[config.mk]
export PLATFORM = sky130hd
export DESIGN_NAME = svl_ctrl
export DESIGN_NICKNAME = d
export VERILOG_FILES = /design/src/hw/rtl/svl_pkg.sv /design/src/hw/rtl/svl_ctrl.sv
export VERILOG_INCLUDE_DIRS = /design/src /design/src/hw/rtl
export SDC_FILE = /design/constraint.sdc
export NUM_CORES = 1
export LEC_CHECK = 0
export ABC_AREA = 1
export ABC_CLOCK_PERIOD_IN_PS = 1120
export BUFFER_PORTS_ARGS = -buffer_cell sky130_fd_sc_hd__buf_4
export CAP_MARGIN = 20
export CORE_AREA = 2 2 39 41
export CTS_CLUSTER_DIAMETER = 150
export CTS_CLUSTER_SIZE = 24
export DETAILED_ROUTE_END_ITERATION = 8
export DIE_AREA = 0 0 41 43
export PLACE_DENSITY_LB_ADDON = 0.08
export SETUP_SLACK_MARGIN = 0.3
export SKIP_LAST_GASP = 1
export SYNTH_ARGS = -nofsm -noshare
export SYNTH_HDL_FRONTEND = slang
export SYNTH_SLANG_ARGS = --single-unit
[constraint.sdc]
create_clock -name i_clk -period 1.12 [get_ports i_clk]
set_input_delay 0.056 -clock i_clk [delete_from_list [all_inputs] [get_ports i_clk]]
set_output_delay 0.056 -clock i_clk [all_outputs]
set_load 0.005 [all_outputs]
[src/hw/rtl/scan_victim_locator_dedup_unit_macros.svh]
// Assertion macros shared by the victim locator RTL.
`ifndef SCAN_VICTIM_LOCATOR_DEDUP_UNIT_MACROS_SVH
`define SCAN_VICTIM_LOCATOR_DEDUP_UNIT_MACROS_SVH
`ifndef ASSERT_OFF
`define SVL_ASSERT_IMPL(label, clk, rst_n, ante, cons) \
    label: assert property (@(posedge clk) disable iff (!rst_n) (ante) |-> (cons)) \
        else $error("assertion failed");
`define SVL_ASSERT_NEXT(label, clk, rst_n, ante, cons) \
    label: assert property (@(posedge clk) disable iff (!rst_n) (ante) |=> (cons)) \
        else $error("assertion failed");
`else
`define SVL_ASSERT_IMPL(label, clk, rst_n, ante, cons)
`define SVL_ASSERT_NEXT(label, clk, rst_n, ante, cons)
`endif
`endif

[src/hw/rtl/svl_pkg.sv]
// Shared types, constants and tables for the victim locator.
package svl_pkg;
    localparam int BEAMS_DEF = 720;
    localparam int IMAGE_WIDTH_DEF = 280;
    localparam int VICTIM_SLOTS_DEF = 64;

    localparam logic [1:0] FUNC_BEAM = 2'd0;
    localparam logic [1:0] FUNC_POSE = 2'd1;
    localparam logic [1:0] FUNC_DET = 2'd2;

    localparam logic [1:0] CFG_MAX_RANGE = 2'd0;
    localparam logic [1:0] CFG_MIN_VALID = 2'd1;
    localparam logic [1:0] CFG_MATCH_TOL = 2'd2;

    localparam logic [29:0] CORDIC_GAIN_Q30 = 30'd652032874;

    typedef enum logic [3:0] {
        ST_IDLE, ST_MAP, ST_SCAN_RD, ST_SCAN, ST_GAIN, ST_ROT, ST_ADD,
        ST_TAB_RD, ST_TAB, ST_APPEND, ST_OUT
    } t_state;

    typedef struct packed {
        logic map;
        logic scan_start;
        logic scan_step;
        logic gain;
        logic rot_start;
        logic rot_step;
        logic add;
        logic tab_start;
        logic tab_step;
        logic append;
    } t_cmd;

    typedef struct packed {
        logic scan_done;
        logic rot_done;
        logic tab_done;
        logic found;
    } t_sts;

    function automatic logic [15:0] atan_bam(input logic [3:0] i);
        logic [15:0] v;
        case (i)
            4'd0: v = 16'd8192;
            4'd1: v = 16'd4836;
            4'd2: v = 16'd2555;
            4'd3: v = 16'd1297;
            4'd4: v = 16'd651;
            4'd5: v = 16'd326;
            4'd6: v = 16'd163;
            4'd7: v = 16'd81;
            4'd8: v = 16'd41;
            4'd9: v = 16'd20;
            4'd10: v = 16'd10;
            4'd11: v = 16'd5;
            4'd12: v = 16'd3;
            4'd13: v = 16'd1;
            4'd14: v = 16'd1;
            default: v = 16'd0;
        endcase
        return v;
    endfunction
endpackage

[src/hw/rtl/svl_ctrl.sv]
// Sequencer for detections: window scan, rotation, table walk, result.
`include "scan_victim_locator_dedup_unit_macros.svh"
module svl_ctrl (
    input  logic           i_clk,
    input  logic           i_rst_n,
    input  logic           i_start,
    input  svl_pkg::t_sts  i_sts,
    input  logic           i_out_free,
    output svl_pkg::t_cmd  o_cmd,
    output logic           o_busy,
    output logic           o_load_out
);
    import svl_pkg::*;

    t_state r_state, n_state;

    always_ff @(posedge i_clk) begin
        if (!i_rst_n) begin
            r_state <= ST_IDLE;
        end else begin
            r_state <= n_state;
        end
    end

    always_comb begin
        n_state = r_state;
        o_cmd = '0;
        o_load_out = 1'b0;
        unique case (r_state)
            ST_IDLE: begin
                if (i_start) n_state = ST_MAP;
            end
            ST_MAP: begin
                o_cmd.map = 1'b1;
                n_state = ST_SCAN_RD;
            end
            ST_SCAN_RD: begin
                o_cmd.scan_start = 1'b1;
                n_state = ST_SCAN;
            end
            ST_SCAN: begin
                o_cmd.scan_step = 1'b1;
                if (i_sts.scan_done) n_state = ST_GAIN;
            end
            ST_GAIN: begin
                o_cmd.gain = 1'b1;
                n_state = ST_ROT;
            end
            ST_ROT: begin
                o_cmd.rot_step = 1'b1;
                if (i_sts.rot_done) n_state = ST_ADD;
            end
            ST_ADD: begin
                o_cmd.add = 1'b1;
                n_state = ST_TAB_RD;
            end
            ST_TAB_RD: begin
                o_cmd.tab_start = 1'b1;
                n_state = ST_TAB;
            end
            ST_TAB: begin
                o_cmd.tab_step = 1'b1;
                if (i_sts.tab_done) n_state = ST_APPEND;
            end
            ST_APPEND: begin
                o_cmd.append = 1'b1;
                n_state = ST_OUT;
            end
            ST_OUT: begin
                if (i_out_free) begin
                    o_load_out = 1'b1;
                    n_state = ST_IDLE;
                end
            end
            default: n_state = ST_IDLE;
        endcase
        o_cmd.rot_start = o_cmd.gain;
    end

    assign o_busy = (r_state != ST_IDLE);

    `SVL_ASSERT_NEXT(a_start_maps, i_clk, i_rst_n, (r_state == ST_IDLE) && i_start,
        r_state == ST_MAP)
    `SVL_ASSERT_IMPL(a_load_in_out, i_clk, i_rst_n, o_load_out, r_state == ST_OUT)
    `SVL_ASSERT_NEXT(a_load_idle, i_clk, i_rst_n, o_load_out, r_state == ST_IDLE)
endmodule

==> metrics.md <==
| Metric | Value |
|---|---|
| GRT Resource Usage Total | between 10% and 20% |
| Core box area | roughly 0.0014 mm² |
| WL final | 1000 µm |
| Commonest cells after routing, fill and taps aside | 20 x buf_4, 15 x nor2_1, 8 x inv_2 |
| Antenna violations before repair | 0 |
| Inst Count DP | between 100 and 150 |
| Critical path's largest stage delay | between 0.4 and 0.5 ns |
| Synth cell types | 11 |
| PwrDens | approximately 2600 mW/mm² |
| Final Util | about half |
| Syn_nets | 82 |
| Non-filler cells, final | roughly 120 |
| Die height | 43 µm |
| Min-Delay Path Class | in -> reg |
| Warnings from Yosys | 0 |
| Grt ovf | 0 |
| FF-to-FF End | r_state[1] |
| Crit Path Class | reg -> out |
| Synth area leader | nor2_1 |
| Core Rows | 14 |
| Syn Inst Count | 74 |
| Sink Count | 4 |
| First DRT Iteration DRCs | 12 |
| Hpwl dp | between 700 and 800 µm |
| Startpoint Class | flop |
| RSZ-0062 raised after global routing | true |
| Area Overhead vs Synth | 83.0% |
| Num ports | 20 |
| Clk_lat worst skew | between 0.2 and 0.25 ns |
| Max Clock Skew | roughly 0.0019 ns |
| Final Max Tran Viols | 0 |
| H-tree depth | 1 |
| Critical Path End Type | output port |
| Cts hold-fix bufs | 0 |
| Hold depth | 3 |
| Via/cell ratio | between 4 and 5 |
| Routed len/inst | about 8.7 µm |
| Synth Area per Inst | between 5 and 6 µm² |
| Clk slew on worst S/H paths | about 0.030 ns |
| R2R Setup Slk | 0 ns |
| HP Start | i_rst_n |
| Die X | between 40 and 50 µm |
| Outcome | finished with violations |
| Count of input and output buffers | 18 |
| GPL Wtd Cong | approximately 0.8 |
| Critical path arrival | ~1.1 ns |
| CTS buffer count | 3 |
| R2R depth | 8 |
| Fin crit share | 102% |
| Period minus WS final | roughly 1.1 ns |
| Vias | 497 |
| Drt pass-1 iters | 4 |
| Max-slew headroom | 84.9% |
| Fmax | 0.875 GHz |
| Maxcap violations | 0 |
| Yosys top cell area share | 21.6% |
| Largest net degree at the start of global routing | 8 |
| Detail Route Antenna Nets | 0 |
| Largest regs | r_state (4) |
| Leading cell type in the layout, fill and taps excluded | buf_4 |
| Measured slew at the worst slew-check pin | ~0.22 ns |
| Share of layout cells above drive strength 1 | around three fifths |
| Top reg by flops | r_state |
| Dpl cell area | about 590 µm² |
| Post-route cell area | around 700 µm² |
| Worst EP required | roughly 1.1 ns |
| Synth area leaders | nor2_1 22%, dfxtp_1 21%, inv_1 15% |
| Die ar. | roughly 0.0018 mm² |
| CP Cell Sequence | inv_4 > nor2_4 > nand2_2 > nor2_1 > buf_4 |
| Initial Utilization | between 20% and 30% |
| Critical path's slowest cell | dfxtp_4 |
| Max rail drop VDD | between 0.0015 and 0.002 V |
| CTS tree | built |
| Diode count | 0 |
| Mapped Area | 382 µm² |
| Fin nets | approximately 110 |
| Worst Path Max Fanout | 6 |
| Reg2Reg Launch Point | r_state[1] |
| Hold path endpoint | r_state[0] |
| Number of global-route vias before repair | 405 |
| Synth Register Bits | 4 |
| Failing checks | setup timing |
| DRC | 0 |
| Root Buffer | clkbuf_4 |
| Final setup viols | 2 |
| Clock Path Buffers | 2 |
| Post-synthesis sequential area ratio | 21.0% |
| Leak Pwr | around 0.37 nW |
| Final Hold Fails | 0 |
| First-pass GRT wire length | approximately 1600 µm |
| Worst setup margin | -0.0223 ns |
| Max FFs per register | 4 |
## report_power, final
group | internal [mW] | switching (mW) | leakage [nW]
Clock | 0.119 | 0.0509 | 0.0138
Sequential | 0.242 | 0.148 | 0.0356
Combinational | 0.584 | 0.643 | 0.317
Total | 0.945 | 0.841 | 0.366
## final cells by class
| cell class | instances | area, µm² |
|---|---|---|
| fillers | 158 | 686 |
| multi-input cells | 53 | 312 |
| repair buffers | 23 | 184 |
| flip-flops and latches | 4 | 95.1 |
| inverters | 16 | 65.1 |
| clock buffers | 3 | 22.5 |
| well taps | 16 | 20.0 |
## synth_stat cells
library cell	n
nor2_1	22
inv_1	15
nand2_1	12
nand3_1	9
nor2_2	5
dfxtp_1	4
nand3b_1	2
o21ai_0	2
buf_4	1
inv_2	1
nor3_1	1
## per-stage QoR
stage          hold WS (ns)  setup WS [ns]  setup TNS [ns]  total power, mW
6_report             0.0704        -0.0223         -0.0268             1.79
5_1_grt              0.0747         -0.107          -0.961             1.98
3_3_place_gp          0.311        0.00632               0             1.33
3_5_place_dp          0.310        0.00772               0             1.32
4_1_cts              0.0637        -0.0215          -0.117             1.61
2_1_floorplan         0.167          0.119               0             1.01
## critical path: cells and delay by family (launching register included)
family / cells / cell delay, ns
DFF: 1 / 0.41
and+or+nand+nor: 3 / 0.29
buffers and inverters: 2 / 0.16
## routing by layer
| metal | GRT usage [%] | vias up | share of wire [%] |
|---|---|---|---|
| li1 | - | 277 | - |
| met1 | 17.3 | 201 | 43 |
| met2 | 18.1 | 17 | 48 |
| met3 | 3.14 | 2 | 8.1 |
| met4 | 10.0 | 0 | 1.1 |
| met5 | 0 | - | 0 |
## repair_timing
item | 4_1_cts | 5_1_grt
buffers inserted | 2 | 2
endpoints found under the setup margin | 16 | 16
pin swaps | 3 | 11
gates resized for setup | 8 | 16
## worst max-delay path by stage
stage	start	end	slack, ns	cells after the start
2_1_floorplan	r_state[1]	r_state[1]	0.12	8
3_3_place_gp	r_state[0]	r_state[2]	0.006	8
3_5_place_dp	r_state[0]	r_state[3]	0.008	8
4_1_cts	r_state[3]	o_cmd[0]	-0.02	5
5_1_grt	r_state[3]	r_state[1]	-0.11	8
6_report	r_state[1]	o_load_out	-0.02	5
## cells by family (layout without fill, tap and decap cells)
group / after synthesis / in the layout / synth area share, %
simple gates: 51 / 51 / 58.7
buf+inv: 17 / 42 / 17.7
flops: 4 / 4 / 21.0
compound gates: 2 / 2 / 2.62
(Power assumes the default switching activity.)
